--- config.mk ---
export PLATFORM = sky130hd
export DESIGN_NAME = rainbow_cycle_pixel_generator_flat
export DESIGN_NICKNAME = d
export VERILOG_FILES = /design/src/rtl/rcpg_pkg.sv /design/src/rtl/rcpg_if.sv /design/src/rtl/rcpg_div.sv /design/src/rtl/rainbow_cycle_pixel_generator.sv /design/src/flat_wrapper.sv
export SDC_FILE = /design/constraint.sdc
export NUM_CORES = 1
export LEC_CHECK = 0
export ABC_AREA = 1
export BUFFER_PORTS_ARGS = -buffer_cell sky130_fd_sc_hd__buf_2
export CAP_MARGIN = 20
export CORE_MARGIN = 8
export CORE_UTILIZATION = 47
export CTS_CLUSTER_SIZE = 16
export DETAILED_ROUTE_END_ITERATION = 8
export HOLD_SLACK_MARGIN = 0.15
export PLACE_DENSITY = 0.65
export RECOVER_POWER = 100
export SLEW_MARGIN = 20
export SYNTH_ARGS = -nofsm -noshare
export SYNTH_HDL_FRONTEND = slang
export SYNTH_SLANG_ARGS = --single-unit
export TNS_END_PERCENT = 100
--- constraint.sdc ---
create_clock -name clk -period 4.8 [get_ports clk]
set_input_delay 0 -clock clk [delete_from_list [all_inputs] [get_ports clk]]
set_output_delay 0 -clock clk [all_outputs]
set_load 0.1 [all_outputs]
--- src/rtl/rcpg_pkg.sv ---
// Shared widths, register indexes, sequencer states and status types of the rainbow generator.
`timescale 1ns / 1ps

package rcpg_pkg;

    localparam int IDX_W     = 10;
    localparam int SPREAD_W  = 16;
    localparam int STEP_W    = 9;
    localparam int COLOUR_W  = 8;
    localparam int CFG_IDX_W = 2;
    localparam int CFG_W     = SPREAD_W;

    localparam int MAX_PIXELS = 1024;

    // dividend is index * 256, i.e. index followed by eight zero bits
    localparam int FRAC_BITS = 8;
    localparam int DIV_STEPS = IDX_W + FRAC_BITS;
    localparam int CNT_W     = $clog2(DIV_STEPS);

    localparam logic [SPREAD_W-1:0] HUE_SPREAD_RESET = 16'd90;
    localparam logic [STEP_W-1:0]   FRAME_STEP_RESET = 9'd14;

    localparam logic [CFG_IDX_W-1:0] REG_HUE_SPREAD = 2'd0;
    localparam logic [CFG_IDX_W-1:0] REG_FRAME_STEP = 2'd1;

    localparam logic [COLOUR_W-1:0] SEG_ONE = 8'd85;
    localparam logic [COLOUR_W-1:0] SEG_TWO = 8'd170;
    localparam logic [COLOUR_W-1:0] FULL    = 8'd255;

    typedef enum logic [1:0] {
        ST_IDLE,
        ST_DIV,
        ST_WAIT
    } state_t;

    typedef struct packed {
        logic busy;
        logic done;
    } div_status_t;

endpackage

--- src/rtl/rcpg_if.sv ---
// Valid/ready channel interfaces for pixel requests and pixel colours.
`timescale 1ns / 1ps

interface rcpg_pix_in_if;
    import rcpg_pkg::*;

    logic                valid;
    logic                ready;
    logic [IDX_W-1:0]    pixel_index;
    logic                frame_end;

    modport source (output valid, output pixel_index, output frame_end, input ready);
    modport sink   (input valid, input pixel_index, input frame_end, output ready);
endinterface

interface rcpg_pix_out_if;
    import rcpg_pkg::*;

    logic                valid;
    logic                ready;
    logic [COLOUR_W-1:0] red;
    logic [COLOUR_W-1:0] green;
    logic [COLOUR_W-1:0] blue;
    logic                last_of_frame;

    modport source (output valid, output red, output green, output blue,
                    output last_of_frame, input ready);
    modport sink   (input valid, input red, input green, input blue,
                    input last_of_frame, output ready);
endinterface

--- src/rtl/rcpg_div.sv ---
// Restoring divider, one quotient bit per cycle, keeping the low quotient byte.
`timescale 1ns / 1ps

module rcpg_div
(
    input  logic                           clk,
    input  logic                           rst_n,
    input  logic                           start,
    input  logic [rcpg_pkg::IDX_W-1:0]     dividend,
    input  logic [rcpg_pkg::SPREAD_W-1:0]  divisor,
    output logic [rcpg_pkg::COLOUR_W-1:0]  quotient,
    output rcpg_pkg::div_status_t          status
);
    import rcpg_pkg::*;

    logic [CNT_W-1:0]    cnt_reg,  cnt_next;
    logic                busy_reg, busy_next;
    logic                done_reg, done_next;
    logic [SPREAD_W-1:0] rem_reg,  rem_next;
    logic [IDX_W-1:0]    dvd_reg,  dvd_next;
    logic [SPREAD_W-1:0] dvs_reg,  dvs_next;
    logic [COLOUR_W-1:0] q_reg,    q_next;

    logic [SPREAD_W:0]   rem_sh;
    logic [SPREAD_W:0]   diff;
    logic                ge;

    assign rem_sh = {rem_reg, dvd_reg[IDX_W-1]};
    assign diff   = rem_sh - {1'b0, dvs_reg};
    assign ge     = (rem_sh >= {1'b0, dvs_reg});

    always_comb
    begin
        cnt_next  = cnt_reg;
        busy_next = busy_reg;
        done_next = 1'b0;
        rem_next  = rem_reg;
        dvd_next  = dvd_reg;
        dvs_next  = dvs_reg;
        q_next    = q_reg;
        if (start && !busy_reg)
        begin
            cnt_next  = '0;
            busy_next = 1'b1;
            rem_next  = '0;
            dvd_next  = dividend;
            dvs_next  = divisor;
        end
        else if (busy_reg)
        begin
            // remainder stays below the divisor, so it fits the low bits
            rem_next = ge ? diff[SPREAD_W-1:0] : rem_sh[SPREAD_W-1:0];
            dvd_next = {dvd_reg[IDX_W-2:0], 1'b0};
            q_next   = {q_reg[COLOUR_W-2:0], ge};
            if (cnt_reg == CNT_W'(DIV_STEPS - 1))
            begin
                busy_next = 1'b0;
                done_next = 1'b1;
            end
            else
            begin
                cnt_next = cnt_reg + CNT_W'(1);
            end
        end
    end

    always_ff @(posedge clk or negedge rst_n)
    begin
        if (!rst_n)
        begin
            cnt_reg  <= '0;
            busy_reg <= 1'b0;
            done_reg <= 1'b0;
        end
        else
        begin
            cnt_reg  <= cnt_next;
            busy_reg <= busy_next;
            done_reg <= done_next;
        end
    end

    always_ff @(posedge clk)
    begin
        rem_reg <= rem_next;
        dvd_reg <= dvd_next;
        dvs_reg <= dvs_next;
        q_reg   <= q_next;
    end

    assign quotient    = q_reg;
    assign status.busy = busy_reg;
    assign status.done = done_reg;

endmodule

--- src/rtl/rainbow_cycle_pixel_generator.sv ---
// Top level: pixel index to rainbow colour with a per-frame hue offset.
//
//  channel    dir  handshake      payload
//  pixel_in   in   valid/ready    pixel_index[9:0], frame_end
//  pixel_out  out  valid/ready    red[7:0], green[7:0], blue[7:0], last_of_frame
//  cfg        in   cfg_we only    cfg_index[1:0], cfg_data[15:0]
//
// An item is accepted, passed through the bit-serial divider (one quotient bit a
// cycle through the shared subtractor), then loaded into the output register.
// pixel_in is ready only while the sequencer is idle; the output register holds
// a finished colour so the next index can be taken while it waits.
// A stalled output holds the sequencer in its wait state until the beat goes.
// Reset: hue_spread 90, frame_step 14, frame offset 0, no beat pending.
`timescale 1ns / 1ps

module rainbow_cycle_pixel_generator
(
    input  logic                            clk,
    input  logic                            rst_n,
    rcpg_pix_in_if.sink                     pixel_in,
    rcpg_pix_out_if.source                  pixel_out,
    input  logic                            cfg_we,
    input  logic [rcpg_pkg::CFG_IDX_W-1:0]  cfg_index,
    input  logic [rcpg_pkg::CFG_W-1:0]      cfg_data
);
    import rcpg_pkg::*;

    state_t              state_reg, state_next;
    logic [SPREAD_W-1:0] spread_reg;
    logic [STEP_W-1:0]   step_reg;
    logic [COLOUR_W-1:0] offset_reg, offset_next;
    logic                last_reg;
    logic                out_valid_reg, out_valid_next;
    logic [COLOUR_W-1:0] red_reg, green_reg, blue_reg;
    logic                olast_reg;

    logic                accept;
    logic                load;
    logic                slot_free;
    logic [IDX_W-1:0]    idx_sat;
    logic [COLOUR_W-1:0] quotient;
    div_status_t         div_st;
    logic [COLOUR_W-1:0] hue, p, p3;
    logic [COLOUR_W-1:0] r_c, g_c, b_c;
    logic [STEP_W:0]     offset_sum;

    assign accept    = pixel_in.valid && pixel_in.ready;
    assign slot_free = !out_valid_reg || pixel_out.ready;

    // saturate to the strip length
    assign idx_sat = ({1'b0, pixel_in.pixel_index} >= (IDX_W+1)'(MAX_PIXELS))
                   ? IDX_W'(MAX_PIXELS - 1) : pixel_in.pixel_index;

    rcpg_div u_div
    (
        .clk      (clk),
        .rst_n    (rst_n),
        .start    (accept),
        .dividend (idx_sat),
        .divisor  (spread_reg),
        .quotient (quotient),
        .status   (div_st)
    );

    // colour wheel
    assign hue = quotient + offset_reg;

    always_comb
    begin
        if (hue < SEG_ONE)
        begin
            p = hue;
        end
        else if (hue < SEG_TWO)
        begin
            p = hue - SEG_ONE;
        end
        else
        begin
            p = hue - SEG_TWO;
        end
        p3 = p + {p[COLOUR_W-2:0], 1'b0};
        if (hue < SEG_ONE)
        begin
            r_c = p3;
            g_c = FULL - p3;
            b_c = '0;
        end
        else if (hue < SEG_TWO)
        begin
            r_c = FULL - p3;
            g_c = '0;
            b_c = p3;
        end
        else
        begin
            r_c = '0;
            g_c = p3;
            b_c = FULL - p3;
        end
    end

    always_comb
    begin
        state_next = state_reg;
        load       = 1'b0;
        case (state_reg)
            ST_IDLE:
            begin
                if (accept)
                begin
                    state_next = ST_DIV;
                end
            end
            ST_DIV:
            begin
                if (div_st.done)
                begin
                    if (slot_free)
                    begin
                        load       = 1'b1;
                        state_next = ST_IDLE;
                    end
                    else
                    begin
                        state_next = ST_WAIT;
                    end
                end
            end
            ST_WAIT:
            begin
                if (slot_free)
                begin
                    load       = 1'b1;
                    state_next = ST_IDLE;
                end
            end
            default:
            begin
                state_next = ST_IDLE;
            end
        endcase
    end

    assign pixel_in.ready = (state_reg == ST_IDLE) && !div_st.busy;

    // offset moves on once the frame's last colour is out of the datapath
    assign offset_sum = {2'b00, offset_reg} + {1'b0, step_reg};

    always_comb
    begin
        offset_next = offset_reg;
        if (load && last_reg)
        begin
            offset_next = (offset_sum >= (STEP_W+1)'(256)) ? '0 : offset_sum[COLOUR_W-1:0];
        end
    end

    always_comb
    begin
        out_valid_next = out_valid_reg;
        if (load)
        begin
            out_valid_next = 1'b1;
        end
        else if (pixel_out.ready)
        begin
            out_valid_next = 1'b0;
        end
    end

    always_ff @(posedge clk or negedge rst_n)
    begin
        if (!rst_n)
        begin
            state_reg     <= ST_IDLE;
            spread_reg    <= HUE_SPREAD_RESET;
            step_reg      <= FRAME_STEP_RESET;
            offset_reg    <= '0;
            out_valid_reg <= 1'b0;
        end
        else
        begin
            state_reg     <= state_next;
            offset_reg    <= offset_next;
            out_valid_reg <= out_valid_next;
            // zero writes are dropped
            if (cfg_we && (cfg_index == REG_HUE_SPREAD) && (cfg_data != '0))
            begin
                spread_reg <= cfg_data;
            end
            if (cfg_we && (cfg_index == REG_FRAME_STEP) && (cfg_data[STEP_W-1:0] != '0))
            begin
                step_reg <= cfg_data[STEP_W-1:0];
            end
        end
    end

    always_ff @(posedge clk)
    begin
        if (accept)
        begin
            last_reg <= pixel_in.frame_end;
        end
        if (load)
        begin
            red_reg   <= r_c;
            green_reg <= g_c;
            blue_reg  <= b_c;
            olast_reg <= last_reg;
        end
    end

    assign pixel_out.valid         = out_valid_reg;
    assign pixel_out.red           = red_reg;
    assign pixel_out.green         = green_reg;
    assign pixel_out.blue          = blue_reg;
    assign pixel_out.last_of_frame = olast_reg;

endmodule

--- src/flat_wrapper.sv ---
// flat-port wrapper written by rule: the top's interface ports become plain ports
module rainbow_cycle_pixel_generator_flat import rcpg_pkg::*;
  (clk, rst_n, cfg_we, cfg_index, cfg_data, pixel_in_valid, pixel_in_pixel_index, pixel_in_frame_end, pixel_in_ready, pixel_out_valid, pixel_out_red, pixel_out_green, pixel_out_blue, pixel_out_last_of_frame, pixel_out_ready);
  rcpg_pix_in_if pixel_in_i ();
  rcpg_pix_out_if pixel_out_i ();
  input  logic clk;
  input  logic rst_n;
  input  logic cfg_we;
  input  logic [rcpg_pkg::CFG_IDX_W-1:0] cfg_index;
  input  logic [rcpg_pkg::CFG_W-1:0] cfg_data;
  input wire logic [$bits(pixel_in_i.valid)-1:0] pixel_in_valid;
  input wire logic [$bits(pixel_in_i.pixel_index)-1:0] pixel_in_pixel_index;
  input wire logic [$bits(pixel_in_i.frame_end)-1:0] pixel_in_frame_end;
  output wire logic [$bits(pixel_in_i.ready)-1:0] pixel_in_ready;
  output wire logic [$bits(pixel_out_i.valid)-1:0] pixel_out_valid;
  output wire logic [$bits(pixel_out_i.red)-1:0] pixel_out_red;
  output wire logic [$bits(pixel_out_i.green)-1:0] pixel_out_green;
  output wire logic [$bits(pixel_out_i.blue)-1:0] pixel_out_blue;
  output wire logic [$bits(pixel_out_i.last_of_frame)-1:0] pixel_out_last_of_frame;
  input wire logic [$bits(pixel_out_i.ready)-1:0] pixel_out_ready;
  assign pixel_in_i.valid = pixel_in_valid;
  assign pixel_in_i.pixel_index = pixel_in_pixel_index;
  assign pixel_in_i.frame_end = pixel_in_frame_end;
  assign pixel_in_ready = pixel_in_i.ready;
  assign pixel_out_valid = pixel_out_i.valid;
  assign pixel_out_red = pixel_out_i.red;
  assign pixel_out_green = pixel_out_i.green;
  assign pixel_out_blue = pixel_out_i.blue;
  assign pixel_out_last_of_frame = pixel_out_i.last_of_frame;
  assign pixel_out_i.ready = pixel_out_ready;
  rainbow_cycle_pixel_generator u_core (.clk(clk), .rst_n(rst_n), .pixel_in(pixel_in_i), .pixel_out(pixel_out_i), .cfg_we(cfg_we), .cfg_index(cfg_index), .cfg_data(cfg_data));
endmodule
==> results of run 1 <==
## per-layer routing
metal,vias up,GRT usage
li1,2742,-
met1,2479,0.199
met2,114,0.258
met3,17,0.0397
met4,0,0.0635
met5,-,0
## worst max-delay path, stage by stage (launching register included)
cell and delay, ns:
sky130_fd_sc_hd__edfxtp_1 0.39, sky130_fd_sc_hd__ha_1 0.25, sky130_fd_sc_hd__fa_1 0.55, sky130_fd_sc_hd__inv_1 0.11
sky130_fd_sc_hd__ha_1 0.22, sky130_fd_sc_hd__or2_4 0.26, sky130_fd_sc_hd__nand2_1 0.07, sky130_fd_sc_hd__nand2_1 0.07
sky130_fd_sc_hd__nand2_2 0.10, sky130_fd_sc_hd__nand2_4 0.07, sky130_fd_sc_hd__nand2_8 0.13, sky130_fd_sc_hd__inv_4 0.11
sky130_fd_sc_hd__a31oi_1 0.14, sky130_fd_sc_hd__o21ai_0 0.11, sky130_fd_sc_hd__xor2_1 0.17, sky130_fd_sc_hd__ha_1 0.36
sky130_fd_sc_hd__a21oi_2 0.19, sky130_fd_sc_hd__nor2_1 0.06, sky130_fd_sc_hd__a211oi_1 0.26, sky130_fd_sc_hd__nand3_1 0.18
sky130_fd_sc_hd__nand3_1 0.12, sky130_fd_sc_hd__nand2_1 0.05, sky130_fd_sc_hd__nand2_1 0.07, sky130_fd_sc_hd__inv_1 0.04
## logic make-up after synthesis
kind of cell / share of synthesized area
buffers and inverters: 0.0716
AOI/OAI and AO/OA: 0.124
adders and majority gates: 0.0972
DFF: 0.476
and+or+nand+nor: 0.198
xor gates and xnor gates: 0.0336
## cells in the final DEF (no fill, tap or decap), types with 3 or more instances in the layout
master	n
sky130_fd_sc_hd__o21ai_1	4
sky130_fd_sc_hd__a31oi_1	5
sky130_fd_sc_hd__edfxtp_1	60
sky130_fd_sc_hd__clkbuf_1	35
sky130_fd_sc_hd__clkinvlp_4	3
sky130_fd_sc_hd__nand3_2	4
sky130_fd_sc_hd__dlygate4sd3_1	29
sky130_fd_sc_hd__dfstp_1	3
sky130_fd_sc_hd__inv_1	103
sky130_fd_sc_hd__nand3_1	32
sky130_fd_sc_hd__nor4_1	3
sky130_fd_sc_hd__buf_2	30
sky130_fd_sc_hd__nand4_1	3
sky130_fd_sc_hd__nand2_2	16
sky130_fd_sc_hd__nand2_4	5
sky130_fd_sc_hd__ha_1	46
sky130_fd_sc_hd__dfxtp_1	16
sky130_fd_sc_hd__bufinv_16	3
sky130_fd_sc_hd__dfrtp_1	36
sky130_fd_sc_hd__clkbuf_16	18
sky130_fd_sc_hd__xnor2_1	9
sky130_fd_sc_hd__nand2_1	198
sky130_fd_sc_hd__a21oi_1	50
sky130_fd_sc_hd__xor2_1	16
sky130_fd_sc_hd__o21ai_0	81
sky130_fd_sc_hd__nor3_1	3
sky130_fd_sc_hd__clkinv_4	3
sky130_fd_sc_hd__nor2_1	25
sky130_fd_sc_hd__fa_1	4
sky130_fd_sc_hd__dfstp_2	4
sky130_fd_sc_hd__nand3b_1	3
## cell type report
cell class	instances	area [um^2]
Fill cell	1242	5880
Sequential cell	119	3210
Multi-Input combinational cell	531	3040
Timing Repair Buffer	92	564
Clock buffer	21	472
Inverter	105	397
Tap cell	180	225
Clock inverter	11	148
## metrics by stage
stage | utilization | instances | cell area [um^2] | hold WS [ns]
finish | 0.578 | 1059 | 8060 | 0.249
global route | 0.578 | 1059 | 8060 | 0.327
CTS | 0.583 | 1059 | 8120 | 0.161
detailed placement | 0.518 | 998 | 7210 | 0.187
global placement | 0.518 | 998 | 7210 | 0.181
floorplan | - | 773 | 6740 | -0.296
## repair_timing
item                                    in CTS  in global routing
resized for setup                            0                  2
endpoints found under the setup margin       0                  6
setup buffers                                0                  0
endpoints found under the hold margin       74                  0
hold buffers                                29                  0
## how the worst min path moves through the flow
stage	startpoint	end	slack [ns]	depth (start not counted)
5_1_grt	pixel_in_frame_end	u_core.last_reg	0.33	2
2_1_floorplan	rst_n	u_core.offset_reg[0]	-0.30	0
6_report	cfg_index[1]	u_core.step_reg[1]	0.25	4
3_3_place_gp	pixel_in_frame_end	u_core.last_reg	0.18	1
3_5_place_dp	pixel_in_frame_end	u_core.last_reg	0.19	1
4_1_cts	cfg_index[1]	u_core.spread_reg[6]	0.16	5
==> impl_metrics.tcl, run 1 <==
set metrics [dict create \
    run_status "finished with violations" \
    failed_checks "max-capacitance violations, max-slew violations" \
    synth_seq_cells 119 \
    synthesis.area_um2 6740 \
    core_area_um2 13900 \
    finalMaxSlewViolations 44 \
    layout.nets 950 \
    placement.io_buffers 60 \
    clk_pin_slew_ns 0.06 \
    path_class "flop to flop" \
    detail_route.wirelength_um 13900 \
    routabilityCongestion 0.858 \
    fin_worst_skew_ns 0.00749 \
    num_ports 61 \
    overflow 0 \
    timing.final.crit_period_ns 4.35 \
    worstPathMaxFanout 18 \
    first_global_vias 5286 \
    die_area_um2 18400 \
    number_of_synthesized_flops_with_an_enable_pin 60 \
    worstHoldPathType "input port to flop" \
    crit_path_launch "u_core.u_div.quotient[0]" \
    post-synth-top-area-fraction 0.267 \
    synthDistinctLibCells 47 \
    cts_buffers 17 \
    placement_rows 43 \
    syn-num-nets 857 \
    postSynthCellCount 773 \
    die_width_um 136 \
    dp_slack_ns 0.333 \
    htree_num_levels 4 \
    clk-insertion-delay-late_ns 0.41 \
    finalCritPeriodShare 0.906 \
    clock_sinks 119 \
    drt_iter0_markers 235 \
    worst_r2r_endpoint "u_core.pixel_out.blue[7]" \
    grt_setup_unrepaired "false" \
    post-synth-top-area-cell "sky130_fd_sc_hd__edfxtp_1" \
    post_drt_wl_per_cell_um 13.1 \
    grt_use_total 0.159 \
    layout-drive-gt1-share 0.111 \
    remaining_drc_errors 0 \
    die_h_um 136 \
    synthTopCellsByCount "sky130_fd_sc_hd__nand2_1, sky130_fd_sc_hd__inv_1, sky130_fd_sc_hd__o21ai_0" \
    setup.worst_path.start_class "flop" \
    synth_top_cells_by_area "sky130_fd_sc_hd__edfxtp_1, sky130_fd_sc_hd__dfrtp_1, sky130_fd_sc_hd__nand2_1" \
    total_iterations_of_the_first_detailed_routing_run 5 \
    route.layer.met1.wl_um 6510 \
    detail-route-antenna-nets 0 \
    cts_root_buffer "sky130_fd_sc_hd__clkbuf_16" \
    end_kind "flop" \
    routed_via_density 5.05 \
    initial_core_util 0.484 \
    setup_violations 0 \
    routed_wire_length_on_met2_um 6420 \
    areaGrowthSynthToFinish_pct 19.5 \
    transition_time_at_the_pin_with_the_least_slew_margin_ns 2.41 \
    timing.slew.headroom -0.604 \
    highest_layer "met4" \
    cts_tree "yes" \
    post_route_worst_setup_slack_ns 0.452 \
    max_freq_ghz 0.230 \
    timing.rr.start "u_core.u_div.quotient[0]" \
    ys_dominant_reg_cell "sky130_fd_sc_hd__edfxtp_1" \
    average_instance_area_after_synthesis_um2 8.72 \
    grt_pass1_wl_um 24000 \
    ctsLongestPathBuffers 2 \
    crit_end "u_core.pixel_out.blue[7]" \
    timing.reg2reg.setup_slack_ns 0.45 \
    final_hold_violations 0 \
    grt_start_max_net_pins 44 \
    yosysSeqAreaShare 0.476 \
    synth_async_sr_flop_share 0.361 \
    hpwlAfterDp_um 9920 \
    yosys_warnings 0 \
    antenna_cells 0 \
    most_common_cell_in_the_synthesized_netlist "sky130_fd_sc_hd__nand2_1" \
    critPathRequiredTime_ns 4.97 \
    antenna_violations_before_repair 0 \
    setup_total_negative_slack_ns 0 \
    timing.reg2reg.worst_path_depth 23 \
    met3_length_um 725 \
    max_cap_violations 1 \
    endpoint_arrival_time_on_the_critical_path_ns 4.52 \
    via_count 5352 \
]
Power of run 1 is not shown: default switching activity piles up to over one toggle a cycle in this logic, so the estimate is an artifact.
==> run 2, diff against run 1 <==
- CORE_MARGIN: 8 -> 4
==> run 2 against run 1 <==
Against the previous run: global-route usage up 1.7 points; sequential share of layout area fell by 0.14 points; cell area is 0.34% higher; worst hold slack gained 0.029 ns; the flow still finishes with violations (max-capacitance violations, max-slew violations); core utilization barely moved; first-iteration DRC count grew 12%; fmax down 1.7%; critical endpoint is now u_core.pixel_out.green[7]; sequential cell count unchanged; clock skew up 0.00050 ns; clock-buffer cell count decreased by 3; worst setup slack got worse by 0.075 ns; register-to-register slack got worse by 0.07 ns.
==> impl_metrics.tcl, run 2 (synthesis results as in run 1) <==
set metrics [dict create \
    worst_r2r_endpoint "u_core.pixel_out.green[7]" \
    routed_via_density 5.06 \
    grt_setup_unrepaired "false" \
    detail-route-antenna-nets 0 \
    die_area_um2 16300 \
    grt_start_max_net_pins 44 \
    core_area_um2 14000 \
    cts_root_buffer "sky130_fd_sc_hd__clkbuf_16" \
    met3_length_um 615 \
    placement.io_buffers 60 \
    die_h_um 128 \
    setup_total_negative_slack_ns 0 \
    critPathMostFrequentCell "sky130_fd_sc_hd__nand2_1" \
    finalMaxSlewViolations 44 \
    htree_num_levels 4 \
    nFillCells 1267 \
    worstHoldPathType "input port to flop" \
    route.layer.met1.wl_um 6510 \
    routed_wire_length_on_met2_um 6330 \
    cts_buffers 17 \
    clock_sinks 119 \
    placement_rows 43 \
    detail_route.wirelength_um 13700 \
    layout.nets 956 \
    antenna_cells 0 \
    hpwlAfterDp_um 9600 \
    num_ports 61 \
    transition_time_at_the_pin_with_the_least_slew_margin_ns 2.41 \
    dpl.cell_count 998 \
    run_status "finished with violations" \
    cp.buffers_inverters 2 \
    worstPathMaxFanout 18 \
    initial_core_util 0.482 \
    max_freq_ghz 0.226 \
    critical_hold_path_startpoint "pixel_in_valid" \
    routabilityCongestion 0.856 \
    remaining_drc_errors 0 \
    overflow 0 \
    timing.rr.start "u_core.u_div.quotient[0]" \
    most-common-layout-cells "sky130_fd_sc_hd__nand2_1, sky130_fd_sc_hd__inv_1, sky130_fd_sc_hd__o21ai_0" \
    critical_path_depth 23 \
    final_util 0.578 \
    multiInputGateArea_um2 3040 \
    timing.slew.headroom -0.603 \
    cell_breakdown_of_the_critical_path "ha_1, fa_1, inv_1, ha_1, or2_4, nand2_2, nand2_2, nand2_1, nand2_4, nand2_8, inv_4, a31oi_1, o21ai_0, xor2_1, ha_1, a21oi_1, nor2_1, a211oi_1, nand2_1, nand2_1, nand2_1, nand2_1, o21ai_1" \
    failed_checks "max-capacitance violations, max-slew violations" \
    die_width_um 128 \
    layout-drive-gt1-share 0.116 \
    final_hold_violations 0 \
    leading_cell_type_in_the_layout_fill_and_taps_excluded "sky130_fd_sc_hd__nand2_1" \
    areaGrowthSynthToFinish_pct 19.9 \
    grt_use_total 0.176 \
    end_kind "flop" \
    clk_pin_slew_ns 0.06 \
    path_class "flop to flop" \
    endpoint_arrival_time_on_the_critical_path_ns 4.59 \
    via_count 5385 \
    crit_path_launch "u_core.u_div.quotient[0]" \
    cts_tree "yes" \
    post_drt_wl_per_cell_um 12.9 \
    antenna_violations_before_repair 0 \
    final_cells 1065 \
    first_global_vias 5130 \
    highest_layer "met4" \
    grt_pass1_wl_um 23400 \
    timing.reg2reg.worst_path_depth 23 \
    drt_iter0_markers 264 \
    crit_end "u_core.pixel_out.green[7]" \
    timing.final.crit_period_ns 4.42 \
    ctsLongestPathBuffers 2 \
    fin_worst_skew_ns 0.00799 \
    max_cap_violations 1 \
    finalCritPeriodShare 0.921 \
    sequential_cell_area_um2 3210 \
    crit_family "adder cells" \
    critPathRequiredTime_ns 4.96 \
    setup_violations 0 \
    clk-insertion-delay-late_ns 0.41 \
    worst_path_cell_with_the_longest_stage_delay "sky130_fd_sc_hd__fa_1" \
    total_iterations_of_the_first_detailed_routing_run 6 \
    timing.reg2reg.setup_slack_ns 0.38 \
    timing.critical_path.slowest_cell_delay_ns 0.57 \
    setup.worst_path.start_class "flop" \
]
-- run 2: per-layer routing --
layer	global-route usage	up-vias
li1	-	2768
met1	0.231	2464
met5	0	-
met2	0.277	132
met4	0.0755	0
met3	0.0442	21
-- run 2: metrics by stage --
stage	hold slack [ns]	setup WS, ns	area, um^2
finish	0.278	0.378	8080
global route	0.298	0.0404	8080
CTS	0.260	0.277	8150
detailed placement	0.188	0.369	7210
global placement	0.180	0.566	7210
floorplan	-0.296	0.843	6740
-- run 2: final cells by class --
cell class | instances | share of cell area
Sequential cell | 119 | 0.397
Timing Repair Buffer | 98 | 0.0774
Tap cell | 180 | 0.0279
Inverter | 105 | 0.0491
Multi-Input combinational cell | 531 | 0.376
Clock inverter | 14 | 0.0172
Clock buffer | 18 | 0.0557
-- run 2: what timing repair did --
item	4_1_cts	5_1_grt
endpoints found under the hold margin	74	0
endpoints found under the setup margin	0	6
hold buffers	35	0
gates resized for setup	0	1
buffers inserted	0	0
-- run 2: worst min-delay path by stage --
stage	endpoint	slack, ns	cells after the start
2_1_floorplan	u_core.offset_reg[0]	-0.30	0
3_3_place_gp	u_core.last_reg	0.18	1
3_5_place_dp	u_core.last_reg	0.19	1
4_1_cts	u_core.u_div.cnt_reg[3]	0.26	4
5_1_grt	u_core.last_reg	0.30	2
6_report	u_core.u_div.cnt_reg[3]	0.28	4
-- run 2: tightest hold or removal path: stages --
cell	delay, ns
sky130_fd_sc_hd__buf_2	0.07
sky130_fd_sc_hd__nand2_1	0.31
sky130_fd_sc_hd__o21ai_0	0.19
sky130_fd_sc_hd__a21oi_1	0.06
Power of run 2 is left out for the same reason.
==> run 3, diff against run 2 <==
- MAX_ROUTING_LAYER: unset -> met4
==> run 3 against run 2 <==
Against the previous run: the flow still finishes with violations (max-capacitance violations, max-slew violations); critical path depth stayed put; sequential cell count did not move; worst setup slack gained 0.011 ns; wire length is 0.18% lower; global-route usage rose by 0.53 points; non-clock buffer count unchanged; sequential share of layout area is the same; die area stayed put; critical path type unchanged; largest cell class unchanged.
==> impl_metrics.tcl, run 3 (synthesis results as in run 1) <==
set metrics [dict create \
    timing.slew.headroom -0.592 \
    critPathMostFrequentCell "sky130_fd_sc_hd__nand2_1" \
    detail_route.wirelength_um 13700 \
    timing.final.crit_period_ns 4.41 \
    failed_checks "max-capacitance violations, max-slew violations" \
    nFillCells 1267 \
    setup_total_negative_slack_ns 0 \
    gr-usage-met2 0.277 \
    run_status "finished with violations" \
    endpoint_arrival_time_on_the_critical_path_ns 4.58 \
    layout-drive-gt1-share 0.116 \
    cts_tree "yes" \
    core_area_um2 14000 \
    max_cap_violations 1 \
    worstHoldPathType "input port to flop" \
    areaGrowthSynthToFinish_pct 19.9 \
    final_util 0.578 \
    grt-busiest-layer "met2" \
    cts_root_buffer "sky130_fd_sc_hd__clkbuf_16" \
    hold_ws_ns 0.271 \
    clk_pin_slew_ns 0.06 \
    final_hold_violations 0 \
    met1_resource_use_gr 0.230 \
    grt_setup_unrepaired "false" \
    cell_breakdown_of_the_critical_path "ha_1, fa_1, inv_1, ha_1, or2_4, nand2_2, nand2_2, nand2_1, nand2_4, nand2_8, inv_4, a31oi_1, o21ai_0, xor2_1, ha_1, a21oi_1, nor2_1, a211oi_1, nand2_1, nand2_1, nand2_1, nand2_1, o21ai_1" \
    hpwlAfterDp_um 9600 \
    first_global_vias 5137 \
    initial_core_util 0.482 \
    multiInputGateArea_um2 3040 \
    via_count 5374 \
    antenna_violations_before_repair 0 \
    post-cts-setup-buffers 0 \
    antenna_cells 0 \
    grt_use_total 0.181 \
    leading_cell_type_in_the_layout_fill_and_taps_excluded "sky130_fd_sc_hd__nand2_1" \
    worst_path_cell_with_the_longest_stage_delay "sky130_fd_sc_hd__fa_1" \
    transition_time_at_the_pin_with_the_least_slew_margin_ns 2.39 \
    die_h_um 128 \
    remaining_drc_errors 0 \
    grt_pass1_wl_um 23300 \
    post_drt_wl_per_cell_um 12.8 \
    worstPathMaxFanout 18 \
    ctsLongestPathBuffers 2 \
    grt_use_met3 0.0467 \
    finalMaxSlewViolations 44 \
    timing.critical_path.slowest_cell_delay_ns 0.57 \
    overflow 0 \
    setup_violations 0 \
    max_freq_ghz 0.227 \
    crit_family "adder cells" \
    cp.buffers_inverters 2 \
    num_ports 61 \
    end_kind "flop" \
    placement_rows 43 \
    clock_sinks 119 \
    routed_via_density 5.05 \
    layout.nets 956 \
    setup.worst_path.start_class "flop" \
    fin_worst_skew_ns 0.00634 \
    htree_num_levels 4 \
    clk-insertion-delay-late_ns 0.42 \
    die_area_um2 16300 \
    drt_iter0_markers 256 \
    die_width_um 128 \
    critPathRequiredTime_ns 4.97 \
    grt_start_max_net_pins 44 \
    sequential_cell_area_um2 3210 \
    total_iterations_of_the_first_detailed_routing_run 5 \
    finalCritPeriodShare 0.919 \
    path_class "flop to flop" \
    detail-route-antenna-nets 0 \
    most-common-layout-cells "sky130_fd_sc_hd__nand2_1, sky130_fd_sc_hd__inv_1, sky130_fd_sc_hd__o21ai_0" \
    routabilityCongestion 0.870 \
    placement.io_buffers 60 \
    cts_buffers 17 \
]
[run 3: cell counts in the layout (fill, tap and decap cells not counted)]
No cell type changed its count.
[run 3: per-layer routing]
layer | vias up | wire length [um]
met2 | 145 | 6270
met5 | - | 0
met4 | 0 | 251
met3 | 24 | 702
li1 | 2766 | -
met1 | 2439 | 6450
[run 3: path summary, 6_finish.rpt]
| check | from | to | slack, ns | cells after the start |
|---|---|---|---|---|
| min in group asynchronous | rst_n | u_core.spread_reg[13] | 0.86 | 2 |
| hold / removal | pixel_in_valid | u_core.u_div.cnt_reg[3] | 0.27 | 4 |
| hold reg to reg | u_core.spread_reg[7] | u_core.u_div.dvs_reg[7] | 0.45 | 0 |
| setup reg to reg | u_core.u_div.quotient[0] | u_core.pixel_out.green[7] | 0.39 | 23 |
| max in group asynchronous | rst_n | u_core.offset_reg[2] | 2.59 | 2 |
| setup / recovery | u_core.u_div.quotient[0] | u_core.pixel_out.green[7] | 0.39 | 23 |
[run 3: timing repair]
item                       in CTS  in global routing
hold buffers                   35                  0
setup endpoints to repair       0                  6
resized for setup               0                  1
hold endpoints to repair       74                  0
[run 3: area by class of cell]
type / instances / share of cell area
Timing Repair Buffer: 98 / 0.0774
Clock inverter: 14 / 0.0172
Inverter: 105 / 0.0491
Clock buffer: 18 / 0.0557
Multi-Input combinational cell: 531 / 0.376
Tap cell: 180 / 0.0279
Sequential cell: 119 / 0.397
[run 3: worst reg2reg max path, stage by stage (launching register included)]
cell and delay (ns):
sky130_fd_sc_hd__edfxtp_1 0.38, sky130_fd_sc_hd__ha_1 0.25, sky130_fd_sc_hd__fa_1 0.57, sky130_fd_sc_hd__inv_1 0.11, sky130_fd_sc_hd__ha_1 0.22, sky130_fd_sc_hd__or2_4 0.26
sky130_fd_sc_hd__nand2_2 0.07, sky130_fd_sc_hd__nand2_2 0.05, sky130_fd_sc_hd__nand2_1 0.12, sky130_fd_sc_hd__nand2_4 0.08, sky130_fd_sc_hd__nand2_8 0.13, sky130_fd_sc_hd__inv_4 0.11
sky130_fd_sc_hd__a31oi_1 0.15, sky130_fd_sc_hd__o21ai_0 0.12, sky130_fd_sc_hd__xor2_1 0.17, sky130_fd_sc_hd__ha_1 0.36, sky130_fd_sc_hd__a21oi_1 0.25, sky130_fd_sc_hd__nor2_1 0.07
sky130_fd_sc_hd__a211oi_1 0.26, sky130_fd_sc_hd__nand2_1 0.09, sky130_fd_sc_hd__nand2_1 0.10, sky130_fd_sc_hd__nand2_1 0.10, sky130_fd_sc_hd__nand2_1 0.07, sky130_fd_sc_hd__o21ai_1 0.07
[run 3: per-stage QoR]
step,cell area [um^2],std cells,setup slack [ns]
2_1_floorplan,6740,773,0.843
3_3_place_gp,7210,998,0.566
3_5_place_dp,7210,998,0.369
4_1_cts,8150,1065,0.277
5_1_grt,8080,1065,0.0408
6_report,8080,1065,0.389
Power of run 3 is left out for the same reason.
